## src/rtl/core/chead_pkg.sv

```systemverilog
// ----------------------------------------------------------------------------
// Compass heading package
// Shared widths, angle constants, the arctangent table and pipeline control.
// ----------------------------------------------------------------------------
package chead_pkg;

  // Default sizes of the datapath.
  localparam int CORDIC_STAGES_DEF = 16;
  localparam int SAMPLE_BITS_DEF   = 12;

  // Samples enter the CORDIC scaled by 2^FRAC_BITS.
  localparam int FRAC_BITS = 24;

  // Angle accumulator in 1/16384 degree, result in 1/64 degree.
  localparam int ZW        = 25;
  localparam int ANG_SHIFT = 8;
  localparam int AW        = ZW + 1 - ANG_SHIFT;
  localparam int DW        = 15;
  localparam int HW        = 15;
  localparam int TABLE_LEN = 24;

  localparam logic signed [ZW-1:0] DEG90   = ZW'(90 * 64 * 256);
  localparam logic signed [ZW-1:0] DEG180  = ZW'(180 * 64 * 256);
  localparam logic signed [ZW-1:0] ROUND_C = ZW'(1 << (ANG_SHIFT - 1));

  localparam logic signed [AW-1:0] FULL_TURN  = AW'(23040);
  localparam logic signed [DW-1:0] DECL_LIMIT = DW'(11520);

  // Pipeline control that travels with every item.
  typedef struct packed {
    logic vld;   // stage holds an item
    logic spec;  // axis or origin case: angle is final, rotations skip it
  } chead_ctl_t;

  // atan(2^-i) in 1/16384 degree, rounded to nearest.
  function automatic logic signed [ZW-1:0] atan_entry(input int idx);
    logic signed [ZW-1:0] v;
    case (idx)
      0:       v = ZW'(737280);
      1:       v = ZW'(435242);
      2:       v = ZW'(229970);
      3:       v = ZW'(116736);
      4:       v = ZW'(58595);
      5:       v = ZW'(29326);
      6:       v = ZW'(14667);
      7:       v = ZW'(7334);
      8:       v = ZW'(3667);
      9:       v = ZW'(1833);
      10:      v = ZW'(917);
      11:      v = ZW'(458);
      12:      v = ZW'(229);
      13:      v = ZW'(115);
      14:      v = ZW'(57);
      15:      v = ZW'(29);
      16:      v = ZW'(14);
      17:      v = ZW'(7);
      18:      v = ZW'(4);
      19:      v = ZW'(2);
      20:      v = ZW'(1);
      default: v = '0;
    endcase
    return v;
  endfunction

endpackage

```

## src/rtl/core/chead_cordic_stage.sv

```systemverilog
// ----------------------------------------------------------------------------
// Compass heading CORDIC stage
// One registered vectoring rotation by atan(2^-STAGE).
// ----------------------------------------------------------------------------
module chead_cordic_stage #(
  parameter int STAGE = 0,
  parameter int W     = chead_pkg::SAMPLE_BITS_DEF + chead_pkg::FRAC_BITS + 2
) (
  input  logic                              clk,
  input  logic                              rst_n,
  input  chead_pkg::chead_ctl_t             ctl_i,
  output logic                              up_rdy,
  input  logic signed [W-1:0]               x_i,
  input  logic signed [W-1:0]               y_i,
  input  logic signed [chead_pkg::ZW-1:0]   z_i,
  input  logic                              dn_rdy,
  output chead_pkg::chead_ctl_t             ctl_o,
  output logic signed [W-1:0]               x_o,
  output logic signed [W-1:0]               y_o,
  output logic signed [chead_pkg::ZW-1:0]   z_o
);
  import chead_pkg::*;

  localparam logic signed [ZW-1:0] ATAN_C = atan_entry(STAGE);

  chead_ctl_t           ctl_r;
  logic signed [W-1:0]  xs, ys;
  logic signed [W-1:0]  x_r, y_r, x_nxt, y_nxt;
  logic signed [ZW-1:0] z_r, z_nxt;

  // Arithmetic shifts round toward minus infinity.
  assign xs = x_i >>> STAGE;
  assign ys = y_i >>> STAGE;

  // Rotate toward the X axis unless the angle is already final.
  always_comb begin
    x_nxt = x_i;
    y_nxt = y_i;
    z_nxt = z_i;
    if (!ctl_i.spec) begin
      if (y_i[W-1]) begin
        x_nxt = x_i - ys;
        y_nxt = y_i + xs;
        z_nxt = z_i - ATAN_C;
      end else begin
        x_nxt = x_i + ys;
        y_nxt = y_i - xs;
        z_nxt = z_i + ATAN_C;
      end
    end
  end

  assign up_rdy = !ctl_r.vld || dn_rdy;

  always_ff @(posedge clk) begin
    if (!rst_n) begin
      ctl_r <= '0;
    end else if (up_rdy) begin
      ctl_r <= ctl_i;
    end
  end

  always_ff @(posedge clk) begin
    if (up_rdy && ctl_i.vld) begin
      x_r <= x_nxt;
      y_r <= y_nxt;
      z_r <= z_nxt;
    end
  end

  assign ctl_o = ctl_r;
  assign x_o   = x_r;
  assign y_o   = y_r;
  assign z_o   = z_r;

endmodule

```

## config.mk

```make
export PLATFORM = sky130hd
export DESIGN_NAME = chead_cordic_stage
export DESIGN_NICKNAME = d
export VERILOG_FILES = /design/src/rtl/core/chead_pkg.sv /design/src/rtl/core/chead_cordic_stage.sv
export SDC_FILE = /design/constraint.sdc
export NUM_CORES = 1
export LEC_CHECK = 0
export CORE_AREA = 2 2 134 149
export CTS_BUF_LIST = sky130_fd_sc_hd__clkbuf_4 sky130_fd_sc_hd__clkbuf_8
export DETAILED_ROUTE_END_ITERATION = 8
export DIE_AREA = 0 0 136 151
export DONT_BUFFER_PORTS = 1
export GPL_ROUTABILITY_DRIVEN = 0
export PLACE_DENSITY = 0.85
export SETUP_SLACK_MARGIN = 0.5
export SKIP_LAST_GASP = 1
export SYNTH_ARGS = -nofsm -noshare
export SYNTH_HDL_FRONTEND = slang
export SYNTH_SLANG_ARGS = --single-unit
```

## constraint.sdc

```tcl
create_clock -name clk -period 4.33 [get_ports clk]
set_clock_uncertainty 0.2 [all_clocks]
set_input_delay 0.6495 -clock clk [delete_from_list [all_inputs] [get_ports clk]]
set_output_delay 0.6495 -clock clk [all_outputs]
set_load 0.005 [all_outputs]
```

==> impl_metrics.py <==
metrics = {
    "run_status": {
        "status": "finished, final reports clean",
    },
    "drt": {
        "via_count": 10600,
        "wl_mm": 31.75,
        "firstDrtPassIters": 6,
        "wl_per_cell_um": 19.89,
        "vias_per_cell": 6.643,
        "drc_errors": 0,
        "ant_nets": 0,
        "drt_iter0_markers": 1389,
    },
    "sta": {
        "setup_viol": 0,
        "finalCriticalPeriod_ns": 3.668,
        "finalMaxSlewViolations": 0,
        "final-hold-violation-count": 0,
        "tightest_slew_ns": 0.9079,
        "max_clock_freq_mhz": 272.6,
        "setup_tns_ns": 0,
        "fin_hold_ws_ns": 0.1226,
        "rsz0062_at_grt": "false",
        "fin_crit_sh": 0.8472,
        "maxSlewHeadroom": 0.3947,
    },
    "synthesis": {
        "synth_cell_types": 78,
        "synthTopCellsByArea": "edfxtp_1 (27%), ha_1 (13%), a21oi_1 (7.8%), o21ai_0 (5.0%), xnor2_1 (4.2%)",
        "syn_inst": 1389,
        "syn_area_um2": 11170,
        "synth_top_area_cell": "edfxtp_1",
        "synth_top_area_frac": 0.2716,
        "ys_warn_count": 0,
        "synth_seq_area_share": 0.2752,
        "syn_avg_cell_area_um2": 8.039,
        "synth-main-ff-cell": "edfxtp_1",
        "synthArstFlopShare": 0,
        "syn-num-nets": 1619,
        "ys_seq_elements": 103,
        "synth_edf_count": 101,
    },
    "place": {
        "hpwl_mm": 24.03,
        "port-buffer-count": 0,
        "dp_cells": 1580,
    },
    "power_and_ir_drop": {
        "leakagePower_uw": 0.004783,
        "irDropWorstVdd_uv": 178.3,
        "comb_power_share": 0.380,
        "p_clk_frac": 0.213,
        "power.total_uw": 3138,
        "p_seq_frac": 0.407,
        "p_sw_uw": 1178,
        "p_int_uw": 1960,
        "powerDensity_nw_per_um2": 272.9,
        "swShare": 0.3754,
    },
    "final_layout": {
        "nNetsFinal": 1574,
        "fin_cells": 1596,
        "fillerInstances": 1714,
        "n_antenna_cell": 0,
        "area_growth_syn_to_layout_pct": 2.958,
        "drive_above_1_share": 0.04744,
        "layout_common_cells": "a21oi_1 (172), inv_1 (120), ha_1 (119)",
        "final_common_cell": "a21oi_1",
    },
    "clock_network": {
        "clk_path_buf_depth": 2,
        "clock_latency_ns": 0.41,
        "cts_sinks": 103,
        "cts_hold_buffers": 0,
        "cts.clk_slew.worst_paths_ns": 0.12,
        "cts_buffers": 9,
        "h-tree-depth": 3,
        "cts-root-buf": "clkbuf_8",
        "cts_tree": "yes",
    },
    "worst_hold_path": {
        "hold_path.class": "in2reg",
    },
    "grt": {
        "grt_use_total": 0.3054,
        "grt_max_degree": 134,
        "antenna_found_initial": 0,
        "grt_overflow": 0,
        "grt_pass1_vias": 10100,
        "grt_pass1_wl_mm": 50.28,
    },
    "floorplan": {
        "die_area_um2": 20540,
        "core-area_um2": 18970,
        "rows": 53,
        "io-pin-count": 210,
        "fp.dieW_um": 136,
        "die_y_um": 151,
        "initial_core_util": 0.5887,
    },
    "critical_path": {
        "crit_chain": "inv_1 > ha_1 > nor3_1 > nand2_1 > o31ai_1 > a2111oi_1 > a21oi_2 > a211oi_1 > o221ai_1 > xor2_1 > mux2i_1",
        "cp.required_ns": 4.27,
        "max_stage_delay_ns": 0.55,
        "regToRegSetupSlack_ns": 2.21,
        "crit_type": "in2reg",
        "cp_data_arrival_time_ns": 3.61,
        "crit_path_start_kind": "primary input",
        "endpoint_kind": "flip-flop",
        "crit_path_max_fanout": 6,
        "slowest_stage": "nor3_1",
    },
    "flow_run": {
        "maxCapViolations": 0,
    },
}
-- path summary, 6_finish.rpt --
| path | start | to | cells past startpoint |
|---|---|---|---|
| max | x_i[18] | y_o[33]$_DFFE_PP_ | 11 |
| max reg2reg | ctl_o[1]$_SDFFE_PN0N_ | y_o[13]$_DFFE_PP_ | 4 |
| min reg2reg | ctl_o[0]$_SDFFE_PN0N_ | ctl_o[0]$_SDFFE_PN0N_ | 2 |
| min | z_i[2] | z_o[2]$_DFFE_PP_ | 0 |
-- through the flow --
| stage | utilization | worst slack (ns) | area (µm²) |
|---|---|---|---|
| after global placement | 0.5945 | 0.3337 | 11280 |
| after detailed placement | 0.5945 | 0.2453 | 11280 |
| final | 0.6061 | 0.6617 | 11500 |
| after floorplan | - | 0.5172 | 11170 |
| after CTS | 0.6056 | 0.6858 | 11480 |
| after global routing | 0.6061 | 0.5177 | 11500 |
-- per-layer routing --
layer | up-vias | wire, µm | GRT usage
met5 | - | 0 | 0
met2 | 656 | 14730 | 0.4920
met4 | 0 | 1682 | 0.1646
met3 | 140 | 3006 | 0.06827
met1 | 4885 | 12330 | 0.3805
li1 | 4921 | - | -
-- registers in the layout, summed over array words and instances (netlist names) --
register  flops
z_o          25
x_o          38
ctl_o         2
y_o          38
-- cell type report --
class,count,area [µm²],share of cell area
clock buffer,10,131.4,0.01143
clock inverter,6,77.57,0.006748
inverter,131,494.2,0.04299
multi-input combinational,1086,7313,0.6362
sequential,103,3073,0.2673
tap,247,309.0,0.02688
timing repair buffer,13,97.59,0.008489
-- worst max-delay path, delay by kind of cell --
kind	cells	cell delay, ns
adders and majority gates	1	0.36
buffers and inverters	1	0.03
AOI/OAI and AO/OA	5	1.56
xor gates and xnor gates	1	0.17
and+or+nand+nor	2	0.76
muxes	1	0.08
-- cells in the mapped netlist, types with 16 or more instances --
cell      count
nor3_1       31
buf_2        17
nor2_1      111
o21bai_1     26
a21oi_1     173
mux2i_1      26
o21ai_0     111
xnor2_1      53
edfxtp_1    101
a31oi_1      20
o21ai_1      16
ha_1        120
a211oi_1     18
inv_1       120
o211ai_1     16
clkbuf_1     36
nand2_1     116
a21o_1       23
nand4_1      20
-- repair_timing --
item / CTS / global route
gates resized for setup: 0 / 3
endpoints found under the setup margin: 0 / 3
setup buffers: 0 / 0
-- kinds of logic (layout without fill, tap and decap cells) --
| kind of cell | Yosys count | in the layout | synth area share |
|---|---|---|---|
| AOI/OAI and AO/OA | 506 | 506 | 0.2844 |
| xor gates and xnor gates | 66 | 66 | 0.05177 |
| adders and majority gates | 124 | 124 | 0.1416 |
| buffers and inverters | 200 | 160 | 0.07104 |
| DFF | 103 | 103 | 0.2752 |
| muxes | 28 | 28 | 0.02532 |
| and+or+nand+nor | 362 | 362 | 0.1506 |
-- power groups by stage --
stage / Clock, µW / Sequential [µW] / Combinational, µW
final: 668 / 1280 / 1190
after global routing: 717 / 1290 / 1300
after CTS: 682 / 1280 / 1160
after floorplan: 0 / 1290 / 924
after detailed placement: 0 / 1300 / 1150
after global placement: 0 / 1300 / 1120
No activity file was read; power rests on OpenSTA's default activity.
