$ cat src/rtl/core/chead_pkg.sv
// ----------------------------------------------------------------------------
// Compass heading package
// Shared widths, angle constants, the arctangent table and pipeline control.
// ----------------------------------------------------------------------------
package chead_pkg;

  // Default sizes of the datapath.
  localparam int CORDIC_STAGES_DEF = 16;
  localparam int SAMPLE_BITS_DEF   = 12;

  // Samples enter the CORDIC scaled by 2^FRAC_BITS.
  localparam int FRAC_BITS = 24;

  // Angle accumulator in 1/16384 degree, result in 1/64 degree.
  localparam int ZW        = 25;
  localparam int ANG_SHIFT = 8;
  localparam int AW        = ZW + 1 - ANG_SHIFT;
  localparam int DW        = 15;
  localparam int HW        = 15;
  localparam int TABLE_LEN = 24;

  localparam logic signed [ZW-1:0] DEG90   = ZW'(90 * 64 * 256);
  localparam logic signed [ZW-1:0] DEG180  = ZW'(180 * 64 * 256);
  localparam logic signed [ZW-1:0] ROUND_C = ZW'(1 << (ANG_SHIFT - 1));

  localparam logic signed [AW-1:0] FULL_TURN  = AW'(23040);
  localparam logic signed [DW-1:0] DECL_LIMIT = DW'(11520);

  // Pipeline control that travels with every item.
  typedef struct packed {
    logic vld;   // stage holds an item
    logic spec;  // axis or origin case: angle is final, rotations skip it
  } chead_ctl_t;

  // atan(2^-i) in 1/16384 degree, rounded to nearest.
  function automatic logic signed [ZW-1:0] atan_entry(input int idx);
    logic signed [ZW-1:0] v;
    case (idx)
      0:       v = ZW'(737280);
      1:       v = ZW'(435242);
      2:       v = ZW'(229970);
      3:       v = ZW'(116736);
      4:       v = ZW'(58595);
      5:       v = ZW'(29326);
      6:       v = ZW'(14667);
      7:       v = ZW'(7334);
      8:       v = ZW'(3667);
      9:       v = ZW'(1833);
      10:      v = ZW'(917);
      11:      v = ZW'(458);
      12:      v = ZW'(229);
      13:      v = ZW'(115);
      14:      v = ZW'(57);
      15:      v = ZW'(29);
      16:      v = ZW'(14);
      17:      v = ZW'(7);
      18:      v = ZW'(4);
      19:      v = ZW'(2);
      20:      v = ZW'(1);
      default: v = '0;
    endcase
    return v;
  endfunction

endpackage

$ cat src/rtl/core/chead_prep.sv
// ----------------------------------------------------------------------------
// Compass heading input stage
// Scales the sample pair, folds the left half-plane and resolves axis cases.
// ----------------------------------------------------------------------------
module chead_prep #(
  parameter int SAMPLE_BITS = chead_pkg::SAMPLE_BITS_DEF,
  parameter int W           = chead_pkg::SAMPLE_BITS_DEF + chead_pkg::FRAC_BITS + 2
) (
  input  logic                              clk,
  input  logic                              rst_n,
  input  logic                              up_vld,
  output logic                              up_rdy,
  input  logic signed [SAMPLE_BITS-1:0]     x_i,
  input  logic signed [SAMPLE_BITS-1:0]     y_i,
  input  logic                              dn_rdy,
  output chead_pkg::chead_ctl_t             ctl_o,
  output logic signed [W-1:0]               x_o,
  output logic signed [W-1:0]               y_o,
  output logic signed [chead_pkg::ZW-1:0]   z_o
);
  import chead_pkg::*;

  chead_ctl_t           ctl_r;
  logic                 spec_nxt;
  logic signed [W-1:0]  x_ext, y_ext;
  logic signed [W-1:0]  x_r, y_r, x_nxt, y_nxt;
  logic signed [ZW-1:0] z_r, z_nxt;
  logic                 x_neg, y_neg, x_zero, y_zero;

  // Sign-extend and scale both samples.
  assign x_ext  = {{(W - SAMPLE_BITS - FRAC_BITS){x_i[SAMPLE_BITS-1]}}, x_i,
                   {FRAC_BITS{1'b0}}};
  assign y_ext  = {{(W - SAMPLE_BITS - FRAC_BITS){y_i[SAMPLE_BITS-1]}}, y_i,
                   {FRAC_BITS{1'b0}}};
  assign x_neg  = x_i[SAMPLE_BITS-1];
  assign y_neg  = y_i[SAMPLE_BITS-1];
  assign x_zero = (x_i == '0);
  assign y_zero = (y_i == '0);

  // Axis cases give the exact angle; the left half-plane is turned by 180 degrees.
  always_comb begin
    spec_nxt = 1'b0;
    x_nxt    = x_ext;
    y_nxt    = y_ext;
    z_nxt    = '0;
    if (x_zero && y_zero) begin
      spec_nxt = 1'b1;
    end else if (y_zero) begin
      spec_nxt = 1'b1;
      z_nxt    = x_neg ? DEG180 : '0;
    end else if (x_zero) begin
      spec_nxt = 1'b1;
      z_nxt    = y_neg ? -DEG90 : DEG90;
    end else if (x_neg) begin
      x_nxt = -x_ext;
      y_nxt = -y_ext;
      z_nxt = y_neg ? -DEG180 : DEG180;
    end
  end

  assign up_rdy = !ctl_r.vld || dn_rdy;

  // Stage register; the valid bit follows the handshake.
  always_ff @(posedge clk) begin
    if (!rst_n) begin
      ctl_r <= '0;
    end else if (up_rdy) begin
      ctl_r.vld  <= up_vld;
      ctl_r.spec <= spec_nxt;
    end
  end

  always_ff @(posedge clk) begin
    if (up_rdy && up_vld) begin
      x_r <= x_nxt;
      y_r <= y_nxt;
      z_r <= z_nxt;
    end
  end

  assign ctl_o = ctl_r;
  assign x_o   = x_r;
  assign y_o   = y_r;
  assign z_o   = z_r;

endmodule

$ cat config.mk
export PLATFORM = sky130hd
export DESIGN_NAME = chead_prep
export DESIGN_NICKNAME = d
export VERILOG_FILES = /design/src/rtl/core/chead_pkg.sv /design/src/rtl/core/chead_prep.sv
export SDC_FILE = /design/constraint.sdc
export NUM_CORES = 1
export LEC_CHECK = 0
export CAP_MARGIN = 0
export CORE_MARGIN = 2
export CORE_UTILIZATION = 43
export CTS_BUF_LIST = sky130_fd_sc_hd__clkbuf_8
export CTS_CLUSTER_SIZE = 8
export DETAILED_ROUTE_END_ITERATION = 16
export DONT_BUFFER_PORTS = 1
export GPL_TIMING_DRIVEN = 0
export PLACE_DENSITY = 0.6
export REMOVE_ABC_BUFFERS = 1
export SLEW_MARGIN = 5
export SYNTH_ARGS = -nofsm -noshare
export SYNTH_HDL_FRONTEND = slang
export SYNTH_SLANG_ARGS = --single-unit
$ cat constraint.sdc
create_clock -name clk -period 2.65 [get_ports clk]
set_clock_uncertainty 0.05 [all_clocks]
set_input_delay 0.795 -clock clk [delete_from_list [all_inputs] [get_ports clk]]
set_output_delay 0.795 -clock clk [all_outputs]
set_load 0.02 [all_outputs]
==> results_dict.tcl, run 1 <==
set metrics [dict create \
    synth_edf_count 34 \
    clock.fmax_mhz 392 \
    grtUsageTotal_pct 12.4 \
    drc 0 \
    die_area_um2 5810 \
    crit_path_end_kind "flip-flop" \
    areaGrowthSynthToFinish_pct -3.07 \
    critPathArrivalTime_ps 2540 \
    num_io_pins 132 \
    worst_r2r_endpoint "y_o[33]$_DFFE_PP_" \
    grt_pass1_vias 1068 \
    vias 1226 \
    met3_usage_pct 3.79 \
    leakagePower_uw 0.000887 \
    finalCritPeriodShare_pct 96.2 \
    first_pass_iters 2 \
    port_buffers 0 \
    fin_crit_ps 2550 \
    syn_inst 208 \
    die_y_um 76.2 \
    use_met1_pct 14.9 \
    max_stage_delay_ps 530 \
    diodes 0 \
    worst_pin_slew_ps 810 \
    irDropWorstVdd_v 0.000204 \
    antenna_found_initial 0 \
    cts_tree "built" \
    cts_hold_buf 0 \
    async_flop_share_pct 0 \
    synth_area_per_cell_um2 10.8 \
    maxCapViolCount 0 \
    busiest_layer "met2" \
    worst-path-max-fanout 10 \
    cp_cell_sequence "inv_1 -> ha_1 -> or4b_4 -> o41ai_4 -> buf_4 -> mux2_2" \
    clock-root-buffer "clkbuf_8" \
    grtUsageMet2_pct 20.5 \
    dp_hpwl_um 2700 \
    run_status "finished clean" \
    synth-main-ff-cell "edfxtp_1" \
    grt_pass1_wl_um 5580 \
    rows 26 \
    synth_top_area_share_pct 45.5 \
    required_ps 2640 \
    vias_per_cell 4.38 \
    clock_sinks 36 \
    dpl-instance-area_um2 2040 \
    final_antenna_net_count 0 \
    worst-path-stages 6 \
    rsz0062_at_grt "no" \
    core_area_um2 5070 \
    ys_ff_latch 36 \
    rr_worst_depth 3 \
    power.density_nw_per_um2 640 \
    drv_slew 0 \
    hold_viol_final 0 \
    tns_ps 0 \
    htree_levels 2 \
    synth_area_um2 2240 \
    cpMaxStageDelayCell "or4b_4" \
    clk_path_buf_depth 2 \
    grt-ovfl-total 0 \
    cts_buffers 5 \
    yosys-top-cells-area "edfxtp_1 (46%), buf_4 (22%), xor2_1 (3.9%), xnor2_1 (2.7%), nor2_1 (2.7%)" \
    clk_pin_slew_ps 70 \
    grt_max_degree 35 \
    synth_warnings 0 \
    critPathTopFamily "simple AND/OR/NAND/NOR gates" \
    worstSetupPathType "in2reg" \
    wirelength_um 3710 \
    die_width_um 76.2 \
    start_util_pct 44.2 \
    yosysSeqAreaShare_pct 47.3 \
    worstSkewPairLatency_ps 280 \
    nNetsFinal 239 \
    r2r_start "ctl_o[1]$_SDFFE_PN0N_" \
    endpoint "x_o[25]$_DFFE_PP_" \
    design_area_um2 2170 \
    critPathLaunchType "input port" \
    slew_headroom_pct 46.0 \
    ys_top_cells_by_count "buf_4 (67), edfxtp_1 (34), nor2_1 (16)" \
    ys_types 32 \
    reg2reg_slack_ps 720 \
    critPathBufInv 2 \
    drt_iter0_drc 46 \
    synth_most_common_cell "buf_4" \
    avgRoutedWirePerCell_um 13.3 \
    yosys.area.top_type "edfxtp_1" \
    startpoint "y_i[0]" \
    min_path_type "in2reg" \
    gp_congestion 0.763 \
    drive_gt1_share_pct 8.57 \
    setup_viol 0 \
]
[cell families (layout without fill, tap and decap cells)]
| kind of cell | after synthesis | count (layout) | share of synthesized area (%) |
|---|---|---|---|
| AOI/OAI and AO/OA | 19 | 19 | 6.25 |
| xor gates and xnor gates | 17 | 17 | 6.64 |
| muxes | 3 | 3 | 1.51 |
| and+or+nand+nor | 52 | 52 | 12.4 |
| other | 1 | 63 | 0.167 |
| buffers and inverters | 78 | 18 | 24.6 |
| DFF | 36 | 36 | 47.3 |
| adders and majority gates | 2 | 2 | 1.12 |
[cells in the final DEF, fill, tap and decap left out, types with 4 or more instances in the layout]
| cell type | synthesis | layout |
|---|---|---|
| a21oi_1 | 5 | 5 |
| clkbuf_8 | 0 | 5 |
| conb_1 | 1 | 63 |
| edfxtp_1 | 34 | 34 |
| inv_1 | 8 | 9 |
| nand2_1 | 9 | 9 |
| nand2b_1 | 4 | 4 |
| nor2_1 | 16 | 16 |
| nor3_1 | 6 | 6 |
| o21ai_0 | 5 | 5 |
| or4_1 | 4 | 4 |
| xnor2_1 | 7 | 7 |
| xor2_1 | 10 | 10 |
[metrics by stage]
step	hold WS, ps	power (uW)	cells	setup WS [ps]	util [%]
2_1_floorplan	553	904	200	-175	-
3_3_place_gp	576	923	270	-462	40.2
3_5_place_dp	575	926	270	-463	40.3
4_1_cts	536	1410	280	28.8	42.7
5_1_grt	528	1460	280	64.6	42.9
6_report	551	1390	280	102	42.9
[state kept, by name, indices dropped and copies added (netlist names)]
register and flops:
ctl_o 2, z_o 6, x_o 14, y_o 14
[metal layers]
layer / vias to the layer above / share of wire (%)
met2: 81 / 48
li1: 581 / -
met3: 6 / 8.0
met4: 0 / 1.7
met5: - / 0
met1: 558 / 42
[report_power, final]
part           total, uW  switching (uW)  internal, uW  leakage [uW]
logic                167             129          38.3      0.000480
clock network        476             201           275     0.0000593
registers            748            70.7           678      0.000348
total               1390             401           992      0.000887
[worst reg2reg max path, cell delays in order (launching register included)]
cell and delay (ps):
dfxtp_1 380, nor2b_1 200, inv_1 190, and2_2 730
[cell type report]
| cell class | instances | area [um^2] |
|---|---|---|
| clock buffer | 5 | 68.8 |
| clock inverter | 3 | 38.8 |
| fill | 485 | 2900 |
| inverter | 8 | 30.0 |
| multi-input combinational | 156 | 873 |
| sequential | 36 | 1060 |
| tap | 70 | 87.6 |
| timing repair buffer | 2 | 15.0 |
[worst min path at each step]
stage / cells past startpoint / start / to
floorplan: 2 / ctl_o[0]$_SDFFE_PN0N_ / ctl_o[0]$_SDFFE_PN0N_
global placement: 2 / ctl_o[0]$_SDFFE_PN0N_ / ctl_o[0]$_SDFFE_PN0N_
detailed placement: 2 / ctl_o[0]$_SDFFE_PN0N_ / ctl_o[0]$_SDFFE_PN0N_
CTS: 0 / y_i[0] / y_o[24]$_DFFE_PP_
global route: 0 / y_i[0] / y_o[24]$_DFFE_PP_
finish: 0 / y_i[0] / y_o[24]$_DFFE_PP_
[timing repair]
action / in CTS / in global routing
setup buffers: 2 / 0
endpoints found under the setup margin: 14 / 3
resized for setup: 0 / 1
hold endpoints to repair: 0 / 0
pin swaps: 1 / 0
(Power assumes the default switching activity.)
==> inputs of run 2 (changes only) <==
==> constraint.sdc (replaced) <==
create_clock -name clk -period 2.65 [get_ports clk]
set_clock_uncertainty 0.05 [all_clocks]
set_input_delay 0.1325 -clock clk [delete_from_list [all_inputs] [get_ports clk]]
set_output_delay 0.1325 -clock clk [all_outputs]
set_load 0.02 [all_outputs]
==> run 2 against run 1 <==
- maximum frequency rose by 20%
- largest cell class unchanged
- cell count rose by 6.8%
- setup slack improved by 420 ps
- die area did not move
- critical endpoint unchanged
- critical path depth fell by 1
- count of clock-buffer cells in the layout did not move
- global-route usage rose by 1.1 points
- first-iteration DRC count fell by 24%
- routed wire length rose by 9.0%
- combinational power rose by 17%
- power rose by 1.9%
==> results_dict.tcl, run 2 (same netlist as run 1, synthesis figures left out) <==
set metrics [dict create \
    grt-ovfl-total 0 \
    power_switching_share_pct 28.8 \
    final_cells 299 \
    worstSetupPathType "in2reg" \
    power.density_nw_per_um2 601 \
    p_int_uw 1010 \
    rr_worst_depth 3 \
    worst_pin_slew_ps 814 \
    slew_headroom_pct 45.7 \
    clk_pin_slew_ps 70 \
    num_io_pins 132 \
    grt_pass1_wl_um 6040 \
    layout_commonest_cell "conb_1" \
    grtUsageTotal_pct 13.5 \
    grt_max_degree 35 \
    cts_hold_buf 19 \
    die_width_um 76.2 \
    min_path_type "in2reg" \
    worstSkewPairLatency_ps 280 \
    maxCapViolCount 0 \
    vias 1311 \
    drv_slew 0 \
    diodes 0 \
    start_util_pct 44.2 \
    drc 0 \
    final_antenna_net_count 0 \
    irDropWorstVdd_v 0.000205 \
    final_util_pct 46.5 \
    clk_path_buf_depth 2 \
    drive_gt1_share_pct 6.99 \
    vias_per_cell 4.38 \
    layout_common_cells "conb_1 (63), edfxtp_1 (34), dlygate4sd3_1 (21), nor2_1 (16), xor2_1 (10)" \
    crit_path_end_kind "flip-flop" \
    die_y_um 76.2 \
    clock_sinks 36 \
    pwr-share-seq_pct 52.8 \
    avgRoutedWirePerCell_um 13.5 \
    rows 26 \
    run_status "finished clean" \
    clock-root-buffer "clkbuf_8" \
    critPathArrivalTime_ps 2120 \
    core_area_um2 5070 \
    whs_path_depth 1 \
    dp_hpwl_um 2700 \
    gp_congestion 0.763 \
    cts_tree "built" \
    drt_iter0_drc 35 \
    areaGrowthSynthToFinish_pct 5.24 \
    cts_setup_buffers 0 \
    hold_viol_final 0 \
    startpoint "y_i[0]" \
    required_ps 2640 \
    grt_pass1_vias 1165 \
    first_pass_iters 4 \
    fin_crit_ps 2120 \
    worst-path-max-fanout 14 \
    cts_resized 0 \
    leakagePower_uw 0.000965 \
    dp.cells 270 \
    wirelength_um 4050 \
    die_area_um2 5810 \
    reg2reg_slack_ps 720 \
    worst_r2r_endpoint "y_o[33]$_DFFE_PP_" \
    port_buffers 0 \
    cts_buffers 5 \
    htree_levels 2 \
    setup_viol 0 \
    clkPwrFrac_pct 33.5 \
    clock.fmax_mhz 471 \
    nNetsFinal 258 \
    r2r_start "ctl_o[1]$_SDFFE_PN0N_" \
    tns_ps 0 \
    antenna_found_initial 0 \
    fin_worst_hold_slack_ps 11.5 \
    rsz0062_at_grt "no" \
    critPathLaunchType "input port" \
    switchingPower_uw 408 \
    finalCritPeriodShare_pct 80.2 \
    endpoint "x_o[25]$_DFFE_PP_" \
    combPwrFrac_pct 13.7 \
]
-- run 2: cell types whose count changed in the layout (fill, tap and decap cells not counted) --
| cell | change |
|---|---|
| dlygate4sd3_1 | +21 |
| buf_4 | -2 |
| nor4_2 | +1 |
| nor4_4 | -1 |
-- run 2: how the worst min path moves through the flow --
stage,endpoint,start,slack [ps]
after floorplan,x_o[24]$_DFFE_PP_,x_i[0],180
after global placement,x_o[24]$_DFFE_PP_,x_i[0],180
after detailed placement,x_o[24]$_DFFE_PP_,x_i[0],180
after CTS,x_o[29]$_DFFE_PP_,x_i[5],0.7
after global routing,x_o[25]$_DFFE_PP_,x_i[1],1
final,x_o[31]$_DFFE_PP_,x_i[7],10
-- run 2: worst max-delay path: stages --
cell,delay (ps)
inv_1,40
ha_1,220
or4b_4,530
o41ai_4,790
mux2_2,400
-- run 2: cell type report --
| type | instances | area, um^2 |
|---|---|---|
| sequential | 36 | 1060 |
| inverter | 8 | 30.0 |
| clock inverter | 3 | 38.8 |
| tap | 70 | 87.6 |
| clock buffer | 5 | 68.8 |
| fill | 470 | 2710 |
| timing repair buffer | 21 | 210 |
| multi-input combinational | 156 | 865 |
-- run 2: per-stage QoR --
step	power [uW]	setup slack, ps	area [um^2]
after floorplan	904	488	1950
final	1420	526	2360
after global placement	923	181	2040
after CTS	1430	506	2340
after global routing	1480	457	2360
after detailed placement	926	200	2040
-- run 2: power by group through the flow --
stage               Combinational, uW  Clock [uW]  Sequential [uW]
global placement                  161           0              762
detailed placement                163           0              763
global route                      211         521              751
CTS                               190         493              750
floorplan                         148           0              756
finish                            195         475              749
-- run 2: per-layer routing --
metal	up-vias	routed length, um	share of wire, %	GRT usage [%]
met2	85	2050	51	22.8
met3	7	279	6.9	3.79
met5	-	0	0	0
li1	621	-	-	-
met1	598	1620	40	15.8
met4	0	95	2.3	6.55
