--- src/rtl/core/chead_pkg.sv ---
// ----------------------------------------------------------------------------
// Compass heading package
// Shared widths, angle constants, the arctangent table and pipeline control.
// ----------------------------------------------------------------------------
package chead_pkg;

  // Default sizes of the datapath.
  localparam int CORDIC_STAGES_DEF = 16;
  localparam int SAMPLE_BITS_DEF   = 12;

  // Samples enter the CORDIC scaled by 2^FRAC_BITS.
  localparam int FRAC_BITS = 24;

  // Angle accumulator in 1/16384 degree, result in 1/64 degree.
  localparam int ZW        = 25;
  localparam int ANG_SHIFT = 8;
  localparam int AW        = ZW + 1 - ANG_SHIFT;
  localparam int DW        = 15;
  localparam int HW        = 15;
  localparam int TABLE_LEN = 24;

  localparam logic signed [ZW-1:0] DEG90   = ZW'(90 * 64 * 256);
  localparam logic signed [ZW-1:0] DEG180  = ZW'(180 * 64 * 256);
  localparam logic signed [ZW-1:0] ROUND_C = ZW'(1 << (ANG_SHIFT - 1));

  localparam logic signed [AW-1:0] FULL_TURN  = AW'(23040);
  localparam logic signed [DW-1:0] DECL_LIMIT = DW'(11520);

  // Pipeline control that travels with every item.
  typedef struct packed {
    logic vld;   // stage holds an item
    logic spec;  // axis or origin case: angle is final, rotations skip it
  } chead_ctl_t;

  // atan(2^-i) in 1/16384 degree, rounded to nearest.
  function automatic logic signed [ZW-1:0] atan_entry(input int idx);
    logic signed [ZW-1:0] v;
    case (idx)
      0:       v = ZW'(737280);
      1:       v = ZW'(435242);
      2:       v = ZW'(229970);
      3:       v = ZW'(116736);
      4:       v = ZW'(58595);
      5:       v = ZW'(29326);
      6:       v = ZW'(14667);
      7:       v = ZW'(7334);
      8:       v = ZW'(3667);
      9:       v = ZW'(1833);
      10:      v = ZW'(917);
      11:      v = ZW'(458);
      12:      v = ZW'(229);
      13:      v = ZW'(115);
      14:      v = ZW'(57);
      15:      v = ZW'(29);
      16:      v = ZW'(14);
      17:      v = ZW'(7);
      18:      v = ZW'(4);
      19:      v = ZW'(2);
      20:      v = ZW'(1);
      default: v = '0;
    endcase
    return v;
  endfunction

endpackage

--- src/rtl/core/chead_finish.sv ---
// ----------------------------------------------------------------------------
// Compass heading output stages
// Rounds the angle to 1/64 degree, adds declination and wraps into one turn.
// ----------------------------------------------------------------------------
module chead_finish (
  input  logic                              clk,
  input  logic                              rst_n,
  input  chead_pkg::chead_ctl_t             ctl_i,
  output logic                              up_rdy,
  input  logic signed [chead_pkg::ZW-1:0]   z_i,
  input  logic signed [chead_pkg::DW-1:0]   decl_i,
  input  logic                              dn_rdy,
  output logic                              out_vld,
  output logic [chead_pkg::HW-1:0]          heading_o
);
  import chead_pkg::*;

  logic                 sum_vld_r, out_vld_r;
  logic                 sum_rdy, out_rdy;
  logic signed [ZW:0]   z_round;
  logic signed [AW-1:0] ang;
  logic signed [AW-1:0] sum_r, sum_nxt;
  logic signed [AW-1:0] wrap;
  logic [HW-1:0]        heading_r;

  // Round half up to 1/64 degree, then add the declination.
  assign z_round = {z_i[ZW-1], z_i} + {ROUND_C[ZW-1], ROUND_C};
  assign ang     = z_round[ZW:ANG_SHIFT];
  assign sum_nxt = ang + {{(AW - DW){decl_i[DW-1]}}, decl_i};

  // One wrap into 0..360 degrees; exactly 360 is kept.
  always_comb begin
    wrap = sum_r;
    if (sum_r[AW-1]) begin
      wrap = sum_r + FULL_TURN;
    end else if (sum_r > FULL_TURN) begin
      wrap = sum_r - FULL_TURN;
    end
  end

  assign out_rdy = !out_vld_r || dn_rdy;
  assign sum_rdy = !sum_vld_r || out_rdy;
  assign up_rdy  = sum_rdy;

  always_ff @(posedge clk) begin
    if (!rst_n) begin
      sum_vld_r <= 1'b0;
      out_vld_r <= 1'b0;
    end else begin
      if (sum_rdy) begin
        sum_vld_r <= ctl_i.vld;
      end
      if (out_rdy) begin
        out_vld_r <= sum_vld_r;
      end
    end
  end

  always_ff @(posedge clk) begin
    if (sum_rdy && ctl_i.vld) begin
      sum_r <= sum_nxt;
    end
    if (out_rdy && sum_vld_r) begin
      heading_r <= wrap[HW-1:0];
    end
  end

  assign out_vld   = out_vld_r;
  assign heading_o = heading_r;

endmodule

--- config.mk ---
export PLATFORM = sky130hd
export DESIGN_NAME = chead_finish
export DESIGN_NICKNAME = d
export VERILOG_FILES = /design/src/rtl/core/chead_pkg.sv /design/src/rtl/core/chead_finish.sv
export SDC_FILE = /design/constraint.sdc
export NUM_CORES = 1
export LEC_CHECK = 0
export ABC_CLOCK_PERIOD_IN_PS = 3250
export BUFFER_PORTS_ARGS = -buffer_cell sky130_fd_sc_hd__buf_2
export CAP_MARGIN = 15
export CORE_MARGIN = 3
export CORE_UTILIZATION = 54
export CTS_CLUSTER_DIAMETER = 80
export DETAILED_ROUTE_END_ITERATION = 8
export PLACE_DENSITY = 0.83
export SETUP_SLACK_MARGIN = 0.3
export SYNTH_ARGS = -nofsm -noshare
export SYNTH_HDL_FRONTEND = slang
export SYNTH_SLANG_ARGS = --single-unit
--- constraint.sdc ---
create_clock -name clk -period 3.25 [get_ports clk]
set_input_delay 0 -clock clk [delete_from_list [all_inputs] [get_ports clk]]
set_output_delay 0 -clock clk [all_outputs]
set_load 0.01 [all_outputs]
==> reports/metrics.yaml, run 1 <==
min_path:
  hp-start: "decl_i[0]"
  min_path_type: "input port to register"
  worstHoldPathCells: 2
floorplan:
  die_h_microns: 74.8
  std_cell_rows: 24
  core_sq_um: 4470
  pin_count: 62
  die_width_microns: 74.8
  start_util: 0.571
  die-area_sq_um: 5590
cts:
  cts_tree: "done"
  cts_num_sinks: 35
  root_buffer: "clkbuf_8"
  cts.path.max_buffers: 2
  cts_resized: 0
  cts_buffers: 5
  h-tree-depth: 2
  clk_latency_ns: 0.28
  clkSlewWorstSetupHoldPaths_ns: 0.06
critical_path:
  end_kind: "register"
  cp-startpoint: "z_i[9]"
  cp-start-kind: "input port"
  crit_fanout: 8
  arrival_ns: 2.68
  r2r-start: "sum_r[9]"
  ff2ff_path_depth: 6
  required_ns: 3.32
  critical_path_class: "input port to register"
layout:
  nets: 380
  utilization: 0.670
  filler_cell_count: 352
  seqCellArea_sq_um: 1030
  syn2layout_area_growth_pct: 17.4
  drive_gt1_frac: 0.213
  antenna_cells: 0
  multi_input_area_sq_um: 1430
sta:
  timing.final.crit_period_ns: 2.61
  finalSetupTns_ns: 0
  relSlewSlack: 0.516
  worst_pin_slew_ns: 0.726
  clock_skew_ns: 0.00677
  rsz0062_at_grt: "no"
  finalHoldViolCount: 0
  finalSetupViolCount: 0
  final_max_slew_viol_count: 0
  post-route-period-util: 0.803
  max_clock_freq_mhz: 383
  fin_hold_ws_ns: 0.0326
status:
  run_status: "completed"
yosys:
  synthFlopType: "edfxtp_1"
  synth_compound_area_frac: 0.163
  synth_area_per_cell_sq_um: 9.94
  ys_ff_latch: 35
  synth.largest_area_cell: "edfxtp_1"
  synthAdderAreaFrac: 0.106
  synth.distinct_cells: 48
  syn_area_sq_um: 2550
  ys_warn_count: 0
  synth_top_area_share: 0.388
  synth_top_family_by_area: "simple AND/OR/NAND/NOR gates"
  synth_most_common_cell: "edfxtp_1"
  yosys.area_share.simple: 0.175
  synth_xor_area_frac: 0.113
  synth_edf_count: 33
  synth_fp_nets: 323
  synthTopCellsByArea: "edfxtp_1 39%, ha_1 9.8%, xnor2_1 8.6%"
  synthCells: 257
  synth.area.mux_share: 0.00392
  async_flop_share: 0
  synth_top_cells_by_count: "33 x edfxtp_1, 25 x xnor2_1, 20 x ha_1, 19 x a21oi_1, 17 x inv_1"
  yosysSeqAreaShare: 0.404
routing:
  routedWlPerCell_microns: 12.3
  vias: 2034
  avgViaCountPerCell: 5.54
  drt-total-wl_microns: 4500
  firstDrtPassIters: 4
  first_iter_violations: 64
  drc: 0
  ant_nets: 0
placed_design:
  gp_congestion: 0.785
  io_buffers: 53
  place_hpwl_microns: 3710
power_and_ir_drop:
  p_per_area_nw_per_um2: 443
  vdd_drop_max_mv: 0.234
  leakagePower_nw: 1.25
grt:
  grt_max_degree: 19
  grt_usage: 0.176
  grt_overflow: 0
  first_global_vias: 1836
  antenna_found_initial: 0
  grt_pass1_wl_microns: 7620
job:
  cap_viol_max_count: 0
## cell families after synthesis
logic type                 Yosys count
xor gates and xnor gates            33
AOI/OAI and AO/OA                   61
adders and majority gates           21
muxes                                1
DFF                                 35
and+or+nand+nor                     82
buffers and inverters               24
## sequential cells by signal, indices dropped and copies added, names as in the netlist
signal	flops
sum_vld_r	1
out_vld	1
heading_o	15
sum_r	18
## per-stage QoR
stage	cells	setup slack (ns)	instance area [sq um]	total power, mW
after floorplan	257	0.727	2550	0.866
after global placement	356	0.450	2870	0.956
after detailed placement	356	0.332	2870	0.967
after global routing	367	0.324	3000	1.41
after CTS	366	0.638	2990	1.34
final	367	0.639	3000	1.33
## critical path, stage by stage
cell	delay, ns
buf_2	0.12
and3_1	0.17
and3_1	0.19
and2_1	0.23
nand2_1	0.11
xnor2_1	0.14
ha_1	0.41
nand2_1	0.10
or4_1	0.48
a31oi_1	0.22
o221ai_1	0.17
o311ai_0	0.33
## final timing paths
path                   endpoint  slack, ns
hold / removal         sum_r[0]       0.03
hold reg to reg    heading_o[1]       0.44
setup / recovery      sum_r[14]       0.64
setup reg to reg  heading_o[14]       0.75
## area by class of cell
class,count,area share
clock buffers,7,0.0254
clock inverters,1,0.0100
inverters,17,0.0213
multi-input cells,198,0.478
flip-flops and latches,35,0.344
well taps,52,0.0217
repair buffers,57,0.100
## power by group
group | switching, mW | internal (mW) | leakage, nW
combinational | 0.189 | 0.165 | 0.869
clock | 0.139 | 0.229 | 0.0524
sequential | 0.0343 | 0.572 | 0.333
total | 0.362 | 0.967 | 1.25
## timing repair
item	in CTS	in global routing
hold endpoints to repair	2	0
buffers inserted	0	0
hold buffers	2	0
## per-layer routing
metal  wire, microns  global-route usage  part of all wire
met1            2040               0.215              0.45
met4              50              0.0711             0.011
met2            2180               0.303              0.48
met3             227              0.0387             0.050
met5               0                   0                 0
## placed cells by master, fill, tap and decap left out, drive strengths merged, types with 6 or more instances in the layout
master and count:
a21oi 20, nand3 12, o21ai 8, nor2b 6, and3 6, a31oi 6, ha 20, inv 17
nand2 14, a21o 7, nor2 16, buf 55, edfxtp 33, xor2 8, clkbuf 7, xnor2 25
(Power assumes the default switching activity.)
==> run 2: changes to the inputs <==
- ABC_CLOCK_PERIOD_IN_PS: 3250 -> 2300
- CORE_UTILIZATION: 54 -> 49
- PLACE_DENSITY: 0.83 -> 0.79
- clock period: 3.25 -> 2.3 ns (I/O delays scaled with it)
==> run 2 against run 1 <==
  * The flow now finishes with violations (negative setup slack)
  * Non-clock buffer count up 66
  * Die area up 9.4%
  * Critical path type is now register to register
  * Sequential share of layout area down 7.5 points
  * Sequential cell count is the same
==> reports/metrics.yaml, run 2 (synthesis gave the netlist of run 1 again) <==
status:
  run_status: "complete, but fails checks"
  violations: "negative setup slack"
cts:
  h-tree-depth: 2
  clkSlewWorstSetupHoldPaths_ns: 0.06
  cts_tree: "done"
  cts_num_sinks: 35
  clk_latency_ns: 0.28
  cts_buffers: 5
  root_buffer: "clkbuf_8"
  cts.path.max_buffers: 2
critical_path:
  end_kind: "register"
  r2r-start: "sum_r[1]"
  critical_path_class: "register to register"
  cp-startpoint: "sum_r[1]"
  crit_buf_inv: 0
  arrival_ns: 2.53
  crit_fanout: 5
  critPathSlowestCell: "or4_4"
  cp-start-kind: "register"
  required_ns: 2.33
  ff2ff_path_depth: 6
  cpPeakStageDelay_ns: 0.59
  crit_family: "simple AND/OR/NAND/NOR gates"
  path_cells: "or4b_1 > or4_4 > a311oi_4 > nor2_1 > o21ai_1 > xnor2_1"
  cp.depth: 6
floorplan:
  start_util: 0.523
  std_cell_rows: 25
  die_h_microns: 78.2
  pin_count: 62
  die_width_microns: 78.2
  core_sq_um: 4880
  die-area_sq_um: 6110
layout:
  layout_commonest_cell: "buf_4"
  antenna_cells: 0
  syn2layout_area_growth_pct: 50.4
  nets: 446
  drive_gt1_frac: 0.472
  largest_register_ffs: 18
  regMostFlops: "sum_r"
  final_area_sq_um: 3840
  final_cell_mix: "60 x buf_4, 48 x buf_2, 33 x edfxtp_1"
power_and_ir_drop:
  p_per_area_nw_per_um2: 540
  leakagePower_nw: 1.65
  power.total_mw: 2.07
  vdd_drop_max_mv: 0.334
grt:
  grt_max_degree: 19
  grt_overflow: 0
  antenna_found_initial: 0
  first_global_vias: 2394
  grt_pass1_wl_microns: 10300
  grt_usage: 0.211
sta:
  final_max_slew_viol_count: 0
  worst_pin_slew_ns: 0.398
  rsz0062_at_grt: "yes"
  fin_ws_ns: -0.196
  timing.final.crit_period_ns: 2.50
  relSlewSlack: 0.735
  clock_skew_ns: 0.00328
  post-route-period-util: 1.09
  finalSetupViolCount: 6
  finalHoldViolCount: 0
  max_clock_freq_mhz: 401
routing:
  drt-total-wl_microns: 6910
  vias: 2492
  routedWlPerCell_microns: 15.4
  first_iter_violations: 127
  ant_nets: 0
  avgViaCountPerCell: 5.56
  firstDrtPassIters: 4
  drc: 0
placed_design:
  gp_congestion: 0.926
  place_hpwl_microns: 4480
  io_buffers: 53
  placed_area_sq_um: 3330
min_path:
  hp-start: "decl_i[0]"
  worstHoldPathCells: 2
  min_path_type: "input port to register"
job:
  cap_viol_max_count: 0
## run 2: changes by cell type in the layout (fill, tap and decap cells not counted), moves of 4 or more
cell     before  now
buf_2        53   48
and3_4        0    4
buf_4         2   60
nand2_1      14    9
a21oi_1      19   10
a21oi_2       1   10
buf_6         0   13
and3_1        6    2
nand2_2       0    4
## run 2: metrics by stage
step | setup WS (ns) | TNS [ns] | hold slack, ns | std cells | util
after floorplan | -0.0266 | -0.0683 | 0.118 | 257 | -
after global placement | -0.207 | -1.20 | 0.215 | 422 | 0.683
after detailed placement | -0.229 | -1.75 | 0.223 | 422 | 0.683
after CTS | -0.153 | -0.643 | 0.0173 | 438 | 0.742
after global routing | -0.286 | -1.58 | 0.0421 | 448 | 0.787
final | -0.196 | -0.928 | 0.0496 | 448 | 0.787
## run 2: layout make-up
type	count	area, sq um
Multi-Input combinational cell	198	1720
Fill cell	312	1040
Sequential cell	35	1030
Timing Repair Buffer	123	857
Tap cell	67	83.8
Clock buffer	7	76.3
Inverter	17	63.8
Clock inverter	1	5.00
## run 2: per-layer routing
| layer | GRT usage | wire length (microns) | part of all wire | up-vias |
|---|---|---|---|---|
| met5 | 0 | 0 | 0 | - |
| met3 | 0.0378 | 381 | 0.055 | 27 |
| li1 | - | - | - | 1201 |
| met2 | 0.390 | 3560 | 0.52 | 108 |
| met4 | 0.110 | 256 | 0.037 | 0 |
| met1 | 0.229 | 2710 | 0.39 | 1156 |
## run 2: power breakdown
part / leakage (nW) / internal (mW) / total (mW) / switching, mW
Combinational: 1.28 / 0.415 / 0.812 / 0.397
Sequential: 0.333 / 0.809 / 0.852 / 0.0436
Clock: 0.0422 / 0.212 / 0.409 / 0.197
## run 2: repair_timing
action / in CTS / in global routing
pin swaps: 24 / 30
cloned: 0 / 0
gates resized for setup: 25 / 32
endpoints found under the setup margin: 14 / 16
endpoints found under the hold margin: 2 / 0
hold buffers: 2 / 0
buffers inserted: 6 / 10
## run 2: path summary, 6_finish.rpt
kind | endpoint | slack, ns
max | heading_o[11] | -0.20
min | sum_r[0] | 0.05
max reg2reg | heading_o[11] | -0.20
min reg2reg | heading_o[3] | 0.45
==> run 3: changes to the inputs <==
- CORE_ASPECT_RATIO: not set -> 0.7
==> run 3 against run 2 <==
  * Total power up 6.7%
  * The flow still finishes with violations (negative setup slack)
  * Worst hold slack worse by 0.037 ns
  * Non-clock buffer count unchanged
  * Critical path type unchanged
==> reports/metrics.yaml, run 3 (synthesis gave the netlist of run 1 again) <==
layout:
  filler_cell_count: 288
  layout_commonest_cell: "buf_4"
  seqCellArea_sq_um: 1030
  antenna_cells: 0
  final_cell_mix: "63 x buf_4, 48 x buf_2, 33 x edfxtp_1"
  syn2layout_area_growth_pct: 52.8
  multi_input_area_sq_um: 1750
  regMostFlops: "sum_r"
  nets: 446
  drive_gt1_frac: 0.475
  utilization: 0.794
  largest_register_ffs: 18
cts:
  h-tree-depth: 2
  cts.path.max_buffers: 2
  clkSlewWorstSetupHoldPaths_ns: 0.07
  cts_tree: "done"
  cts_num_sinks: 35
  root_buffer: "clkbuf_8"
  clk_latency_ns: 0.28
  cts_buffers: 5
routing:
  ant_nets: 0
  vias: 2403
  first_iter_violations: 151
  avgViaCountPerCell: 5.34
  routedWlPerCell_microns: 14.3
  drc: 0
  drt-total-wl_microns: 6430
  firstDrtPassIters: 4
grt:
  grt_pass1_wl_microns: 9560
  antenna_found_initial: 0
  grt_usage: 0.194
  first_global_vias: 2272
  grt_overflow: 0
  grt_max_degree: 19
sta:
  final_max_slew_viol_count: 0
  relSlewSlack: 0.509
  finalSetupViolCount: 5
  finalHoldViolCount: 0
  fin_hold_ws_ns: 0.0125
  fin_ws_ns: -0.164
  timing.final.crit_period_ns: 2.46
  max_clock_freq_mhz: 406
  post-route-period-util: 1.07
  rsz0062_at_grt: "yes"
  worst_pin_slew_ns: 0.737
  clock_skew_ns: 0.0104
placed_design:
  gp_congestion: 0.857
  place_hpwl_microns: 4560
  io_buffers: 53
floorplan:
  die-area_sq_um: 6130
  std_cell_rows: 21
  die_width_microns: 92.3
  start_util: 0.520
  pin_count: 62
  core_sq_um: 4910
  die_h_microns: 66.4
power_and_ir_drop:
  leakagePower_nw: 1.72
  p_per_area_nw_per_um2: 567
  vdd_drop_max_mv: 0.261
  power.total_mw: 2.21
min_path:
  min_path_type: "input port to register"
status:
  run_status: "complete, but fails checks"
  violations: "negative setup slack"
critical_path:
  critPathSlowestCell: "or4_4"
  arrival_ns: 2.50
  crit_fanout: 5
  cpMostUsedCell: "or4_4"
  cpPeakStageDelay_ns: 0.56
  required_ns: 2.34
  end_kind: "register"
  cp-start-kind: "register"
  path_cells: "or4_4 > or4_4 > a311oi_4 > nor2_1 > o21ai_2 > xnor2_1"
  critical_path_class: "register to register"
job:
  cap_viol_max_count: 0
==> run 3: cell count changes in the layout (fill, tap and decap cells not counted), sizes merged <==
cell and change:
clkinv -1, dlygate4sd3 -1, inv +1, buf +1
clkbuf -1, bufinv +1
==> run 3: power breakdown <==
group          switching (mW)  total [mW]  internal (mW)
logic                   0.384       0.794          0.410
clock network           0.208       0.564          0.356
registers              0.0450       0.854          0.809
==> run 3: what timing repair did <==
| item | CTS | global route |
|---|---|---|
| resized for setup | 30 | 25 |
| pin swaps | 28 | 33 |
| hold buffers | 1 | 0 |
| endpoints found under the setup margin | 14 | 17 |
| hold endpoints to repair | 2 | 0 |
| setup buffers | 10 | 4 |
==> run 3: worst paths after layout <==
check,startpoint,to,slack (ns),depth (start not counted)
min reg2reg,sum_r[8],heading_o[8],0.48,0
min,ctl_i[1],sum_vld_r,0.01,3
max reg2reg,sum_r[6],heading_o[13],-0.16,6
max,sum_r[6],heading_o[13],-0.16,6
==> run 3: area by class of cell <==
type	count	area share
multi-input combinational	198	0.449
timing repair buffer	123	0.217
tap	69	0.0221
clock buffer	6	0.0212
sequential	35	0.264
clock inverter	2	0.00994
inverter	17	0.0164
==> run 3: per-layer routing <==
metal	GRT usage	routed length, microns	up-vias	share of wire
met3	0.0353	430	11	0.067
met4	0.0759	92	0	0.014
met1	0.232	2720	1105	0.42
met2	0.350	3180	96	0.50
met5	0	0	-	0
li1	-	-	1191	-
==> run 3: through the flow <==
stage	setup TNS (ns)	std cells	instance area, sq um	setup WS, ns
after floorplan	-0.0683	257	2650	-0.0266
after global placement	-1.04	427	3360	-0.169
after detailed placement	-1.84	427	3360	-0.290
after CTS	-0.326	446	3730	-0.119
after global routing	-1.23	450	3900	-0.229
final	-0.738	450	3900	-0.164
==> run 3: worst max-delay path: cells and delay by family, from the launching register on <==
kind | cells | cell delay, ns
xor gates and xnor gates | 1 | 0.07
AOI/OAI and AO/OA | 2 | 0.53
and+or+nand+nor | 3 | 1.20
DFF | 1 | 0.43
